`src/rtl/fvf2vd_pkg.sv`:
```
`default_nettype none

package fvf2vd_pkg;

  localparam int unsigned MAX_TEXCOORDS = 8;

  // Slots ahead of the texcoords: position, weights, indices, normal,
  // psize, diffuse, specular.
  localparam int unsigned NUM_FIXED = 7;

  localparam int unsigned SLOT_POS      = 0;
  localparam int unsigned SLOT_WEIGHT   = 1;
  localparam int unsigned SLOT_INDICES  = 2;
  localparam int unsigned SLOT_NORMAL   = 3;
  localparam int unsigned SLOT_PSIZE    = 4;
  localparam int unsigned SLOT_DIFFUSE  = 5;
  localparam int unsigned SLOT_SPECULAR = 6;

  localparam logic [1:0] KIND_ELEMENT = 2'd0;
  localparam logic [1:0] KIND_TERM    = 2'd1;
  localparam logic [1:0] KIND_ERROR   = 2'd2;

  localparam logic [1:0] ERR_NONE     = 2'd0;
  localparam logic [1:0] ERR_RESERVED = 2'd1;
  localparam logic [1:0] ERR_TEXCOUNT = 2'd2;
  localparam logic [1:0] ERR_WEIGHTS  = 2'd3;

  localparam logic [2:0] T_FLOAT1 = 3'd0;
  localparam logic [2:0] T_FLOAT2 = 3'd1;
  localparam logic [2:0] T_FLOAT3 = 3'd2;
  localparam logic [2:0] T_FLOAT4 = 3'd3;
  localparam logic [2:0] T_COLOR  = 3'd4;
  localparam logic [2:0] T_UBYTE4 = 3'd5;

  localparam logic [2:0] U_POSITION     = 3'd0;
  localparam logic [2:0] U_BLENDWEIGHT  = 3'd1;
  localparam logic [2:0] U_BLENDINDICES = 3'd2;
  localparam logic [2:0] U_NORMAL       = 3'd3;
  localparam logic [2:0] U_PSIZE        = 3'd4;
  localparam logic [2:0] U_TEXCOORD     = 3'd5;
  localparam logic [2:0] U_POSITIONT    = 3'd6;
  localparam logic [2:0] U_COLOR        = 3'd7;

  // Decoded slot before offsets are known; size in bytes (4..16).
  typedef struct packed {
    logic [2:0] elem_type;
    logic [2:0] usage;
    logic [2:0] usage_index;
    logic [4:0] size;
  } slot_t;

  // Slot with its final byte offset.
  typedef struct packed {
    logic [2:0] elem_type;
    logic [2:0] usage;
    logic [2:0] usage_index;
    logic [7:0] offset;
  } elem_t;

endpackage

`default_nettype wire

```
`src/rtl/fvf2vd_if.sv`:
```
`default_nettype none

interface fvf2vd_in_if;
  logic        valid;
  logic        ready;
  logic [31:0] fvf_code;

  modport source (output valid, output fvf_code, input ready);
  modport sink   (input valid, input fvf_code, output ready);
endinterface

interface fvf2vd_out_if;
  logic       valid;
  logic       ready;
  logic [1:0] entry_kind;
  logic [1:0] error_code;
  logic [7:0] byte_offset;
  logic [2:0] element_type;
  logic [2:0] usage;
  logic [2:0] usage_index;
  logic       last;

  modport source (output valid, output entry_kind, output error_code, output byte_offset,
                  output element_type, output usage, output usage_index, output last,
                  input ready);
  modport sink   (input valid, input entry_kind, input error_code, input byte_offset,
                  input element_type, input usage, input usage_index, input last,
                  output ready);
endinterface

`default_nettype wire

```
`src/rtl/fvf2vd_emit.sv`:
```
`default_nettype none

// Walks a loaded slot table lowest slot first, one result per cycle unless the output
// stalls, into a registered output.
module fvf2vd_emit #(
  parameter int unsigned MaxTexcoords = fvf2vd_pkg::MAX_TEXCOORDS
) (
  input  wire                   clk_i,
  input  wire                   rst_ni,
  input  wire                   ld_valid_i,
  output logic                  ld_ready_o,
  input  wire [fvf2vd_pkg::NUM_FIXED+MaxTexcoords:0] ld_mask_i,
  input  fvf2vd_pkg::elem_t     ld_ent_i [fvf2vd_pkg::NUM_FIXED+MaxTexcoords+1],
  input  wire [1:0]             ld_err_i,
  fvf2vd_out_if.source          out_o
);

  localparam int unsigned NSlot = fvf2vd_pkg::NUM_FIXED + MaxTexcoords + 1;

  logic [NSlot-1:0]   mask_q;
  fvf2vd_pkg::elem_t  ent_q [NSlot];
  logic [1:0]         err_q;

  logic [NSlot-1:0]   first;
  logic [NSlot-1:0]   rest;
  fvf2vd_pkg::elem_t  sel;
  logic               busy, adv, last_now, load;
  logic               out_valid_q;
  logic [1:0]         kind_d;
  logic [1:0]         err_d;

  assign first    = mask_q & (~mask_q + NSlot'(1));
  assign rest     = mask_q & ~first;
  assign busy     = |mask_q;
  assign adv      = busy && (!out_valid_q || out_o.ready);
  assign last_now = (rest == '0);
  assign ld_ready_o = !busy || (adv && last_now);
  assign load     = ld_valid_i && ld_ready_o;

  // one-hot select of the lowest pending slot
  always_comb begin
    sel = '0;
    for (int i = 0; i < NSlot; i++) begin
      if (first[i]) begin
        sel = sel | ent_q[i];
      end
    end
  end

  always_comb begin
    kind_d = fvf2vd_pkg::KIND_ELEMENT;
    err_d  = fvf2vd_pkg::ERR_NONE;
    if (first[NSlot-1]) begin
      if (err_q != fvf2vd_pkg::ERR_NONE) begin
        kind_d = fvf2vd_pkg::KIND_ERROR;
        err_d  = err_q;
      end else begin
        kind_d = fvf2vd_pkg::KIND_TERM;
      end
    end
  end

  always_ff @(posedge clk_i or negedge rst_ni) begin
    if (!rst_ni) begin
      mask_q      <= '0;
      out_valid_q <= 1'b0;
    end else begin
      if (load) begin
        mask_q <= ld_mask_i;
      end else if (adv) begin
        mask_q <= rest;
      end
      if (adv) begin
        out_valid_q <= 1'b1;
      end else if (out_o.ready) begin
        out_valid_q <= 1'b0;
      end
    end
  end

  always_ff @(posedge clk_i) begin
    if (load) begin
      ent_q <= ld_ent_i;
      err_q <= ld_err_i;
    end
    if (adv) begin
      out_o.entry_kind   <= kind_d;
      out_o.error_code   <= err_d;
      out_o.byte_offset  <= sel.offset;
      out_o.element_type <= sel.elem_type;
      out_o.usage        <= sel.usage;
      out_o.usage_index  <= sel.usage_index;
      out_o.last         <= last_now;
    end
  end

  assign out_o.valid = out_valid_q;

endmodule

`default_nettype wire

```
`src/rtl/fvf_to_vertex_declaration.sv`:
```
// Path: stage 1 register, stage 2 register, emitter slot table, emitter output register.
// Throughput: one result per cycle from the emitter unless the output stalls; a code has
// 1 result for an error, 1 to NUM_FIXED + MaxTexcoords + 1 otherwise.
// Decode and offset stages take a new code every cycle and stall without loss.
// Reset (rst_ni, async, active low) empties every stage; no state survives between codes.
`default_nettype none

module fvf_to_vertex_declaration #(
  parameter int unsigned MaxTexcoords = fvf2vd_pkg::MAX_TEXCOORDS
) (
  input  wire            clk_i,
  input  wire            rst_ni,
  fvf2vd_in_if.sink      in_i,
  fvf2vd_out_if.source   out_o
);

  localparam int unsigned NFix  = fvf2vd_pkg::NUM_FIXED;
  localparam int unsigned NEnt  = NFix + MaxTexcoords;   // slots without terminator
  localparam int unsigned NSlot = NEnt + 1;

  // ---------------------------------------------------------------------------
  // Stage 1: decode the code into a fixed slot table plus a presence mask.
  // Slot order equals emission order; absent slots are simply masked off.
  // ---------------------------------------------------------------------------
  logic [31:0]        code;
  logic [15:0]        posv;
  logic [3:0]         ntex;
  logic [2:0]         weights;
  logic               beta;
  logic [1:0]         err1_d;
  logic [NEnt-1:0]    mask1_d;
  fvf2vd_pkg::slot_t  ent1_d [NEnt];
  logic [1:0]         tsz;

  logic               v1_q, rdy1;
  logic [1:0]         err1_q;
  logic [NEnt-1:0]    mask1_q;
  fvf2vd_pkg::slot_t  ent1_q [NEnt];

  assign code = in_i.fvf_code;
  assign posv = code[15:0] & 16'h400E;
  assign ntex = code[11:8];
  assign beta = code[12] | code[15];

  always_comb begin
    unique case (posv)
      16'h0006: weights = 3'd1;
      16'h0008: weights = 3'd2;
      16'h000A: weights = 3'd3;
      16'h000C: weights = 3'd4;
      16'h000E: weights = 3'd5;
      default:  weights = 3'd0;
    endcase
  end

  // error causes in priority order: reserved bits, texcoord count, weights
  always_comb begin
    priority if ((code & 32'h0000_2001) != 32'd0) begin
      err1_d = fvf2vd_pkg::ERR_RESERVED;
    end else if (ntex > 4'(MaxTexcoords)) begin
      err1_d = fvf2vd_pkg::ERR_TEXCOUNT;
    end else if (weights == 3'd5 && !beta) begin
      err1_d = fvf2vd_pkg::ERR_WEIGHTS;
    end else begin
      err1_d = fvf2vd_pkg::ERR_NONE;
    end
  end

  always_comb begin
    tsz = 2'd0;
    for (int i = 0; i < NEnt; i++) begin
      ent1_d[i] = '0;
    end
    mask1_d = '0;

    // position: XYZRHW and XYZW are float4, anything else nonzero is float3
    mask1_d[fvf2vd_pkg::SLOT_POS] = (posv != 16'd0);
    if (posv == 16'h0004) begin
      ent1_d[fvf2vd_pkg::SLOT_POS] = '{fvf2vd_pkg::T_FLOAT4, fvf2vd_pkg::U_POSITIONT,
                                       3'd0, 5'd16};
    end else if (posv == 16'h4002) begin
      ent1_d[fvf2vd_pkg::SLOT_POS] = '{fvf2vd_pkg::T_FLOAT4, fvf2vd_pkg::U_POSITION,
                                       3'd0, 5'd16};
    end else begin
      ent1_d[fvf2vd_pkg::SLOT_POS] = '{fvf2vd_pkg::T_FLOAT3, fvf2vd_pkg::U_POSITION,
                                       3'd0, 5'd12};
    end

    // blend weights; with last beta the final weight becomes the index element
    mask1_d[fvf2vd_pkg::SLOT_WEIGHT] = (weights != 3'd0) && (!beta || weights > 3'd1);
    if (beta) begin
      ent1_d[fvf2vd_pkg::SLOT_WEIGHT] = '{weights - 3'd2, fvf2vd_pkg::U_BLENDWEIGHT,
                                          3'd0, {weights - 3'd1, 2'b00}};
    end else begin
      ent1_d[fvf2vd_pkg::SLOT_WEIGHT] = '{weights - 3'd1, fvf2vd_pkg::U_BLENDWEIGHT,
                                          3'd0, {weights, 2'b00}};
    end
    mask1_d[fvf2vd_pkg::SLOT_INDICES] = (weights != 3'd0) && beta;
    ent1_d[fvf2vd_pkg::SLOT_INDICES] = '{code[12] ? fvf2vd_pkg::T_UBYTE4 : fvf2vd_pkg::T_COLOR,
                                         fvf2vd_pkg::U_BLENDINDICES, 3'd0, 5'd4};

    mask1_d[fvf2vd_pkg::SLOT_NORMAL]   = code[4];
    ent1_d[fvf2vd_pkg::SLOT_NORMAL]    = '{fvf2vd_pkg::T_FLOAT3, fvf2vd_pkg::U_NORMAL,
                                           3'd0, 5'd12};
    mask1_d[fvf2vd_pkg::SLOT_PSIZE]    = code[5];
    ent1_d[fvf2vd_pkg::SLOT_PSIZE]     = '{fvf2vd_pkg::T_FLOAT1, fvf2vd_pkg::U_PSIZE,
                                           3'd0, 5'd4};
    mask1_d[fvf2vd_pkg::SLOT_DIFFUSE]  = code[6];
    ent1_d[fvf2vd_pkg::SLOT_DIFFUSE]   = '{fvf2vd_pkg::T_COLOR, fvf2vd_pkg::U_COLOR,
                                           3'd0, 5'd4};
    mask1_d[fvf2vd_pkg::SLOT_SPECULAR] = code[7];
    ent1_d[fvf2vd_pkg::SLOT_SPECULAR]  = '{fvf2vd_pkg::T_COLOR, fvf2vd_pkg::U_COLOR,
                                           3'd1, 5'd4};

    // texcoords: size field 0..2 is float2..float4, 3 is float1
    for (int t = 0; t < MaxTexcoords; t++) begin
      tsz = code[16 + 2*t +: 2];
      mask1_d[NFix + t] = (4'(t) < ntex);
      if (tsz == 2'd3) begin
        ent1_d[NFix + t] = '{fvf2vd_pkg::T_FLOAT1, fvf2vd_pkg::U_TEXCOORD, 3'(t), 5'd4};
      end else begin
        ent1_d[NFix + t] = '{{1'b0, tsz} + 3'd1, fvf2vd_pkg::U_TEXCOORD, 3'(t),
                             {({1'b0, tsz} + 3'd2), 2'b00}};
      end
    end

    if (err1_d != fvf2vd_pkg::ERR_NONE) begin
      mask1_d = '0;
    end
  end

  // ---------------------------------------------------------------------------
  // Stage 2: offsets as two independent prefix sums, fixed slots and texcoords.
  // ---------------------------------------------------------------------------
  logic               v2_q, rdy2;
  logic [1:0]         err2_q;
  logic [NEnt-1:0]    mask2_q;
  fvf2vd_pkg::slot_t  ent2_q [NEnt];
  logic [7:0]         off2_d [NEnt];
  logic [7:0]         off2_q [NEnt];
  logic [7:0]         suma_d, sumb_d, suma_q, sumb_q;

  always_comb begin
    suma_d = 8'd0;
    for (int i = 0; i < NFix; i++) begin
      off2_d[i] = suma_d;
      suma_d = suma_d + (mask1_q[i] ? {3'd0, ent1_q[i].size} : 8'd0);
    end
    sumb_d = 8'd0;
    for (int i = NFix; i < NEnt; i++) begin
      off2_d[i] = sumb_d;
      sumb_d = sumb_d + (mask1_q[i] ? {3'd0, ent1_q[i].size} : 8'd0);
    end
  end

  // ---------------------------------------------------------------------------
  // Stage 3 (registered inside the emitter): rebase texcoord offsets, build the
  // terminator carrying the stride, or the error result on its own.
  // ---------------------------------------------------------------------------
  logic [NSlot-1:0]   ld_mask;
  fvf2vd_pkg::elem_t  ld_ent [NSlot];

  always_comb begin
    for (int i = 0; i < NEnt; i++) begin
      ld_ent[i].elem_type   = ent2_q[i].elem_type;
      ld_ent[i].usage       = ent2_q[i].usage;
      ld_ent[i].usage_index = ent2_q[i].usage_index;
      ld_ent[i].offset      = (i < NFix) ? off2_q[i] : suma_q + off2_q[i];
    end
    ld_ent[NEnt] = '0;
    if (err2_q == fvf2vd_pkg::ERR_NONE) begin
      ld_ent[NEnt].offset = suma_q + sumb_q;
    end
    ld_mask = {1'b1, mask2_q};
  end

  // elastic handshake: stage 1 takes data when empty or when it drains; stage 2 when the emitter can load
  assign rdy1       = !v1_q || rdy2;
  assign in_i.ready = rdy1;

  always_ff @(posedge clk_i or negedge rst_ni) begin
    if (!rst_ni) begin
      v1_q <= 1'b0;
      v2_q <= 1'b0;
    end else begin
      if (rdy1) begin
        v1_q <= in_i.valid;
      end
      if (rdy2) begin
        v2_q <= v1_q;
      end
    end
  end

  always_ff @(posedge clk_i) begin
    if (rdy1 && in_i.valid) begin
      err1_q  <= err1_d;
      mask1_q <= mask1_d;
      ent1_q  <= ent1_d;
    end
    if (rdy2 && v1_q) begin
      err2_q  <= err1_q;
      mask2_q <= mask1_q;
      ent2_q  <= ent1_q;
      off2_q  <= off2_d;
      suma_q  <= suma_d;
      sumb_q  <= sumb_d;
    end
  end

  fvf2vd_emit #(
    .MaxTexcoords (MaxTexcoords)
  ) u_emit (
    .clk_i      (clk_i),
    .rst_ni     (rst_ni),
    .ld_valid_i (v2_q),
    .ld_ready_o (rdy2),
    .ld_mask_i  (ld_mask),
    .ld_ent_i   (ld_ent),
    .ld_err_i   (err2_q),
    .out_o      (out_o)
  );

endmodule

`default_nettype wire
```
`src/flat_wrapper.sv`:
```
// flat-port wrapper written by rule: the top's interface ports become plain ports
module fvf_to_vertex_declaration_flat 
#(
  parameter int unsigned MaxTexcoords = fvf2vd_pkg::MAX_TEXCOORDS
)
  (clk_i, rst_ni, in_i_valid, in_i_fvf_code, in_i_ready, out_o_valid, out_o_entry_kind, out_o_error_code, out_o_byte_offset, out_o_element_type, out_o_usage, out_o_usage_index, out_o_last, out_o_ready);
  fvf2vd_in_if in_i_i ();
  fvf2vd_out_if out_o_i ();
  input  wire clk_i;
  input  wire rst_ni;
  input wire logic [$bits(in_i_i.valid)-1:0] in_i_valid;
  input wire logic [$bits(in_i_i.fvf_code)-1:0] in_i_fvf_code;
  output wire logic [$bits(in_i_i.ready)-1:0] in_i_ready;
  output wire logic [$bits(out_o_i.valid)-1:0] out_o_valid;
  output wire logic [$bits(out_o_i.entry_kind)-1:0] out_o_entry_kind;
  output wire logic [$bits(out_o_i.error_code)-1:0] out_o_error_code;
  output wire logic [$bits(out_o_i.byte_offset)-1:0] out_o_byte_offset;
  output wire logic [$bits(out_o_i.element_type)-1:0] out_o_element_type;
  output wire logic [$bits(out_o_i.usage)-1:0] out_o_usage;
  output wire logic [$bits(out_o_i.usage_index)-1:0] out_o_usage_index;
  output wire logic [$bits(out_o_i.last)-1:0] out_o_last;
  input wire logic [$bits(out_o_i.ready)-1:0] out_o_ready;
  assign in_i_i.valid = in_i_valid;
  assign in_i_i.fvf_code = in_i_fvf_code;
  assign in_i_ready = in_i_i.ready;
  assign out_o_valid = out_o_i.valid;
  assign out_o_entry_kind = out_o_i.entry_kind;
  assign out_o_error_code = out_o_i.error_code;
  assign out_o_byte_offset = out_o_i.byte_offset;
  assign out_o_element_type = out_o_i.element_type;
  assign out_o_usage = out_o_i.usage;
  assign out_o_usage_index = out_o_i.usage_index;
  assign out_o_last = out_o_i.last;
  assign out_o_i.ready = out_o_ready;
  fvf_to_vertex_declaration #(.MaxTexcoords(MaxTexcoords)) u_core (.clk_i(clk_i), .rst_ni(rst_ni), .in_i(in_i_i), .out_o(out_o_i));
endmodule
```
`config.mk`:
```
export PLATFORM = sky130hd
export DESIGN_NAME = fvf_to_vertex_declaration_flat
export DESIGN_NICKNAME = d
export VERILOG_FILES = /design/src/rtl/fvf2vd_pkg.sv /design/src/rtl/fvf2vd_if.sv /design/src/rtl/fvf2vd_emit.sv /design/src/rtl/fvf_to_vertex_declaration.sv /design/src/flat_wrapper.sv
export SDC_FILE = /design/constraint.sdc
export NUM_CORES = 1
export LEC_CHECK = 0
export BUFFER_PORTS_ARGS = -buffer_cell sky130_fd_sc_hd__buf_2
export CORE_MARGIN = 2
export CORE_UTILIZATION = 25
export CTS_BUF_LIST = sky130_fd_sc_hd__clkbuf_4
export CTS_CLUSTER_SIZE = 10
export DETAILED_ROUTE_END_ITERATION = 10
export PLACE_DENSITY = 0.42
export SETUP_SLACK_MARGIN = 0.4
export SLEW_MARGIN = 20
export SYNTH_ARGS = -nofsm -noshare
export SYNTH_HDL_FRONTEND = slang
export SYNTH_HIERARCHICAL = 1
export SYNTH_SLANG_ARGS = --single-unit
```
`constraint.sdc`:
```
create_clock -name clk_i -period 25.9 [get_ports clk_i]
set_input_delay 2.59 -clock clk_i [delete_from_list [all_inputs] [get_ports clk_i]]
set_output_delay 2.59 -clock clk_i [all_outputs]
set_load 0.02 [all_outputs]
```
# After elaboration in Yosys (flattened, before gate mapping)
# Index checks and enable logic that the tools add are counted.
# W data, S select, Z words.
[classes]
n_bitwise = 20
reduce_logical = 27
eq_ne = 16
muxes = 43
n_addsub = 40
order_cmp = 10
[ops]
columns = ["operator", "n"]
rows = [
  ["$mux W17", 16],
  ["$or A17 B17 Y17", 12],
  ["$add A8 B8 Y8", 21],
  ["$mux W5", 10],
  ["$and A16 B16 Y16", 2],
  ["$mux W16", 2],
  ["$not A16 Y16", 2],
  ["$reduce_bool A32 Y1", 1],
  ["$add A2 B1 Y3 const B", 8],
  ["$add A2 B2 Y3 const B", 8],
  ["$or A17 B14 Y17", 1],
  ["$or A17 B16 Y17", 1],
  ["$or A17 B8 Y17", 1],
  ["$add A16 B1 Y16 const B", 1],
  ["$eq A2 B2 Y1 const B", 8],
  ["$eq A4 B3 Y1 const B", 4],
  ["$logic_not A16 Y1", 1],
  ["$lt A3 B4 Y1 const A", 4],
  ["$reduce_bool A16 Y1", 1],
  ["$reduce_or A16 Y1", 1],
  ["$pmux W3 S5", 1],
  ["$mux W14", 1],
  ["$mux W12", 1],
  ["$mux W3", 4],
  ["other kinds (20)", 44],
]
[totals]
word_cells = 313
out_inout_bits = 24
in_bits = 36
reg_bits = 646

# Depth between registers and ports, before layout
[depth]
depth_word = 34
ltp_mapped = 20
ltp_nobuf = 20

# Cells and area by module
# Netlist, hierarchy kept.
[modules_own_cells]
columns = ["module", "cells_per_inst", "area_per_inst_um2", "seq_area_each_um2", "n_inst"]
rows = [
  ["fvf2vd_emit", 683, 11757.5, 9313.9, 1],
  ["fvf_to_vertex_declaration", 728, 10030.9, 6025.8, 1],
]

# Worst setup path after synthesis
# Ideal clock, no wire load.
[synth_path]
path_kind = "input-to-reg"
start = "input out_o_ready"
end = "register u_core/u_emit/ent_q[0] (netlist name) (enable)"
arrival_time_ps = 14938
stages = 4
required_ps = 24954
path_slack_ps = 10016
setup_ps = 946
n_path_buf = 0
cell_sequence = "nor2b_1 nor2_1 a21oi_1 nor2b_1"
[synth_between]
elab_chain_len = 5
[synth_rtl]
columns = ["element", "line_no", "text"]
rows = [
  ["start: declaration", "flat_wrapper.sv:22", "input wire logic [$bits(out_o_i.ready)-1:0] out_o_ready;"],
  ["$logic_or A1 B1 Y1", "fvf2vd_emit.sv:35", "assign adv = busy && (!out_valid_q || out_o.ready);"],
  ["$logic_and A1 B1 Y1", "fvf2vd_emit.sv:35", ""],
  ["$logic_and A1 B1 Y1", "fvf2vd_emit.sv:37", "assign ld_ready_o = !busy || (adv && last_now);"],
  ["$logic_or A1 B1 Y1", "fvf2vd_emit.sv:37", ""],
  ["$logic_and A1 B1 Y1", "fvf2vd_emit.sv:38", "assign load = ld_valid_i && ld_ready_o;"],
  ["net u_core.u_emit.load", "fvf2vd_emit.sv:27", "logic busy, adv, last_now, load;"],
  ["end signal: assignment", "fvf2vd_emit.sv:83", "ent_q <= ld_ent_i;"],
  ["end: declaration", "fvf2vd_emit.sv:21", "fvf2vd_pkg::elem_t ent_q [NSlot];"],
]
# The timed path passes the listed nets, and every way through them passes these cells.
# A chain may end at the register's enable or synchronous reset.

# Final worst setup path
[layout_path]
start = "input out_o_ready"
end = "output in_i_ready"
[layout_between]
elab_chain_len = 5
[layout_rtl]
columns = ["element", "line_no", "text"]
rows = [
  ["$logic_or A1 B1 Y1", "fvf2vd_emit.sv:35", ""],
  ["$logic_and A1 B1 Y1", "fvf2vd_emit.sv:35", ""],
  ["$logic_and A1 B1 Y1", "fvf2vd_emit.sv:37", ""],
  ["$logic_or A1 B1 Y1", "fvf2vd_emit.sv:37", ""],
  ["net u_core.rdy2", "fvf_to_vertex_declaration.sv:135", "logic v2_q, rdy2;"],
  ["$logic_or A1 B1 Y1", "fvf_to_vertex_declaration.sv:178", "assign rdy1 = !v1_q || rdy2;"],
  ["end: declaration", "flat_wrapper.sv:13", "output wire logic [$bits(in_i_i.ready)-1:0] in_i_ready;"],
]
# The timed path passes the listed nets, and every way through them passes these cells.

==> impl_metrics.env <==
export IMPL_yosysWarnings=6
export IMPL_synth_top_area_cell="edfxtp_1"
export IMPL_timing_fmax_ghz=0.139
export IMPL_synth_adder_area_share_pct=6.39
export IMPL_worst_pin_slew_ns=1.14
export IMPL_slowest_stage="a21oi_1"
export IMPL_first_iter_violations=922
export IMPL_p_leak_uw=0.00964
export IMPL_hold_buffers=0
export IMPL_yosysSeqAreaShare_pct=70.4
export IMPL_clock_sinks=514
export IMPL_synth_top_family_by_area="compound AO/OA/AOI/OAI gates"
export IMPL_dr_pass1_iters=7
export IMPL_die_x_um=299
export IMPL_drcViolationCount=0
export IMPL_cp_max_fo=11
export IMPL_core_sq_mm=0.0866
export IMPL_setup_tns_ns=0
export IMPL_n_fill_cell=8633
export IMPL_layout_min_cycle_time_ns=7.18
export IMPL_cts_buffers=146
export IMPL_fp_row_count=108
export IMPL_wl_mm=51.7
export IMPL_clk_pin_slew_ns=0.06
export IMPL_viasPerCell=4.12
export IMPL_dp_slack_ns=18.74
export IMPL_synthXorXnorAreaFrac_pct=3.31
export IMPL_wire_per_inst_um=17.2
export IMPL_critPathLaunchType="input port"
export IMPL_gp_congestion=0.806
export IMPL_layout_cells_non_filler=3004
export IMPL_grt_max_degree=91
export IMPL_grt_pass1_vias=12800
export IMPL_final_util_pct=30.0
export IMPL_dp_cells=2750
export IMPL_cts_tree="built"
export IMPL_vias=12400
export IMPL_synthSimpleGateAreaFrac_pct=7.34
export IMPL_syn_to_final_growth_pct=19.3
export IMPL_fin_worst_skew_ns=0.0644
export IMPL_max_stage_delay_ns=0.82
export IMPL_slew_headroom_pct=24.1
export IMPL_run_status="complete, no violations"
export IMPL_crit_top_cell="buf_2"
export IMPL_start_util_pct=25.2
export IMPL_synth_top_cell_area_share_pct=68.2
export IMPL_layout_nets=1881
export IMPL_synth_cell_type_count=77
export IMPL_crit_type="input port to output port"
export IMPL_yosysMostFrequentCell="edfxtp_1"
export IMPL_reg2reg_from="u_core/mask1_q[7]$_SDFFCE_PP0P_"
export IMPL_grtUsageTotal_pct=11.8
export IMPL_ctsResizeCount=0
export IMPL_overflow=0
export IMPL_r2r_end="u_core/sumb_q[7]$_DFFE_PP_"
export IMPL_dp_hpwl_mm=35.2
export IMPL_die_area_sq_mm=0.0895
export IMPL_clk_latency_ns=0.95
export IMPL_muxShareOfSynthArea_pct=0.373
export IMPL_ys_ff_latch=514
export IMPL_cp_required_ns=23.31
export IMPL_drive_above_1_share_pct=19.2
export IMPL_hold_path_class="flop to flop"
export IMPL_clk_path_buf_depth=3
export IMPL_synthArstFlopShare_pct=3.70
export IMPL_rsz0062_at_grt="no"
export IMPL_startpoint="out_o_ready"
export IMPL_die_y_um=299
export IMPL_synth_compound_area_share_pct=9.68
export IMPL_drtAntennaViolNets=0
export IMPL_crit_end="in_i_ready"
export IMPL_synth_commonest_cells="edfxtp_1 (495), ha_1 (84), inv_1 (74)"
export IMPL_syn_area_per_cell_sq_um=15.4
export IMPL_drv_slew=0
export IMPL_synth_area_leaders="edfxtp_1 (68%), ha_1 (4.8%), dfrtp_1 (2.2%)"
export IMPL_finalSetupViolCount=0
export IMPL_synth_ff_type="edfxtp_1"
export IMPL_post_cts_buffers=0
export IMPL_cp_arrival_ns=4.59
export IMPL_r2r_cells=16
export IMPL_netlist_area_sq_mm=0.0218
export IMPL_drv_cap=0
export IMPL_worst_slack_ns=18.72
export IMPL_power_density_mw_per_mm2=147
export IMPL_peakVddDrop_mv=0.0777
export IMPL_synth_edf_count=495
export IMPL_fin_crit_sh_pct=27.7
export IMPL_h_tree_depth=4
export IMPL_rrSetupSlack_ns=20.29
export IMPL_grt_pass1_wl_mm=78.6
export IMPL_cts_root_buf="clkbuf_4"
export IMPL_path_cells="buf_2 -> nor2b_1 -> nor2_1 -> a21oi_1 -> inv_1 -> nand2b_1 -> buf_2"
export IMPL_netlist_instances=1411
export IMPL_antenna_found_initial=2
export IMPL_worst_setup_path_end_kind="output port"
export IMPL_ioPinCount=60
export IMPL_port_buffers=59
export IMPL_hold_viol_final=0
worst min path at each step:
| stage | slack [ns] | start | depth (start not counted) | endpoint |
|---|---|---|---|---|
| finish | 0.41 | u_core/ent1_q[109]$_SDFFCE_PP0P_ | 0 | u_core/ent2_q[109]$_DFFE_PP_ |
| global route | 0.41 | u_core/ld_ent[207]$_DFFE_PP_ | 0 | u_core/u_emit/ent_q[207]$_DFFE_PP_ |
| CTS | 0.40 | u_core/ent1_q[109]$_SDFFCE_PP0P_ | 0 | u_core/ent2_q[109]$_DFFE_PP_ |
| detailed placement | 0.40 | u_core/ent1_q[109]$_SDFFCE_PP0P_ | 0 | u_core/ent2_q[109]$_DFFE_PP_ |
| global placement | 0.40 | u_core/ent1_q[69]$_SDFFCE_PP0P_ | 0 | u_core/ent2_q[69]$_DFFE_PP_ |
| floorplan | 0.40 | u_core/ent1_q[109]$_SDFFCE_PP0P_ | 0 | u_core/ent2_q[109]$_DFFE_PP_ |
layout by cell type, fill, tap and decap left out, types with 46 or more instances in the layout:
| cell type | Yosys | final |
|---|---|---|
| a22oi_1 | 51 | 51 |
| nand2_1 | 62 | 62 |
| inv_1 | 74 | 74 |
| edfxtp_1 | 495 | 495 |
| buf_2 | 9 | 59 |
| ha_1 | 84 | 84 |
| clkbuf_4 | 0 | 217 |
| conb_1 | 2 | 167 |
| nor2_1 | 48 | 46 |
| a21oi_1 | 53 | 53 |
power by group:
| group | internal [uW] | switching (uW) | total, uW |
|---|---|---|---|
| logic | 531 | 949 | 1480 |
| registers | 1410 | 158 | 1560 |
| clock network | 431 | 336 | 767 |
registers in the layout (all words and copies together), names as in the netlist, 3 cells and up:
signal                            cells
u_core/mask2_q                       15
u_core/u_emit/out_o.byte_offset       8
u_core/sumb_q                         6
u_core/u_emit/out_o.usage_index       3
u_core/suma_q                         6
u_core/mask1_q                       15
u_core/ent2_q                        30
u_core/u_emit/mask_q                 16
u_core/u_emit/out_o.element_type      3
u_core/u_emit/out_o.usage             3
u_core/ld_ent                        29
u_core/off2_q                        36
u_core/u_emit/ent_q                 272
u_core/ent1_q                        58
layout make-up:
cell class,instances,area [sq um],area share (%)
Timing Repair Buffer,73,420,1.62
Sequential cell,514,15300,59.0
Inverter,76,287,1.10
Clock inverter,35,289,1.11
Multi-Input combinational cell,933,6590,25.3
Clock buffer,217,1630,6.27
Tap cell,1155,1450,5.56
Antenna cell,1,2.50,0.00963
cell families after synthesis:
group	count (synthesis)
muxes	8
DFF	514
and+or+nand+nor	292
AOI/OAI and AO/OA	292
buffers and inverters	129
adders and majority gates	101
xor gates and xnor gates	73
other	2
worst max-delay path, delay by kind of cell:
| kind | cells | cell delay, ns |
|---|---|---|
| AOI/OAI and AO/OA | 1 | 0.82 |
| and+or+nand+nor | 3 | 0.66 |
| buffers and inverters | 3 | 0.50 |
metrics by stage:
step	area [sq um]	hold slack [ns]	power, uW
finish	26000	0.408	3810
CTS	26000	0.404	3900
global route	26000	0.410	4110
floorplan	22400	0.400	2690
global placement	24000	0.402	3070
detailed placement	24100	0.405	3100
per-layer routing:
layer / wire, um / part of all wire, % / GRT usage [%] / up-vias
li1: - / - / - / 6064
met1: 23800 / 46 / 15.3 / 5990
met2: 24500 / 47 / 18.7 / 248
met3: 2170 / 4.2 / 3.20 / 80
met4: 1240 / 2.4 / 4.85 / 0
met5: 0 / 0 / 0 / -
No activity file was read; power rests on OpenSTA's default activity.
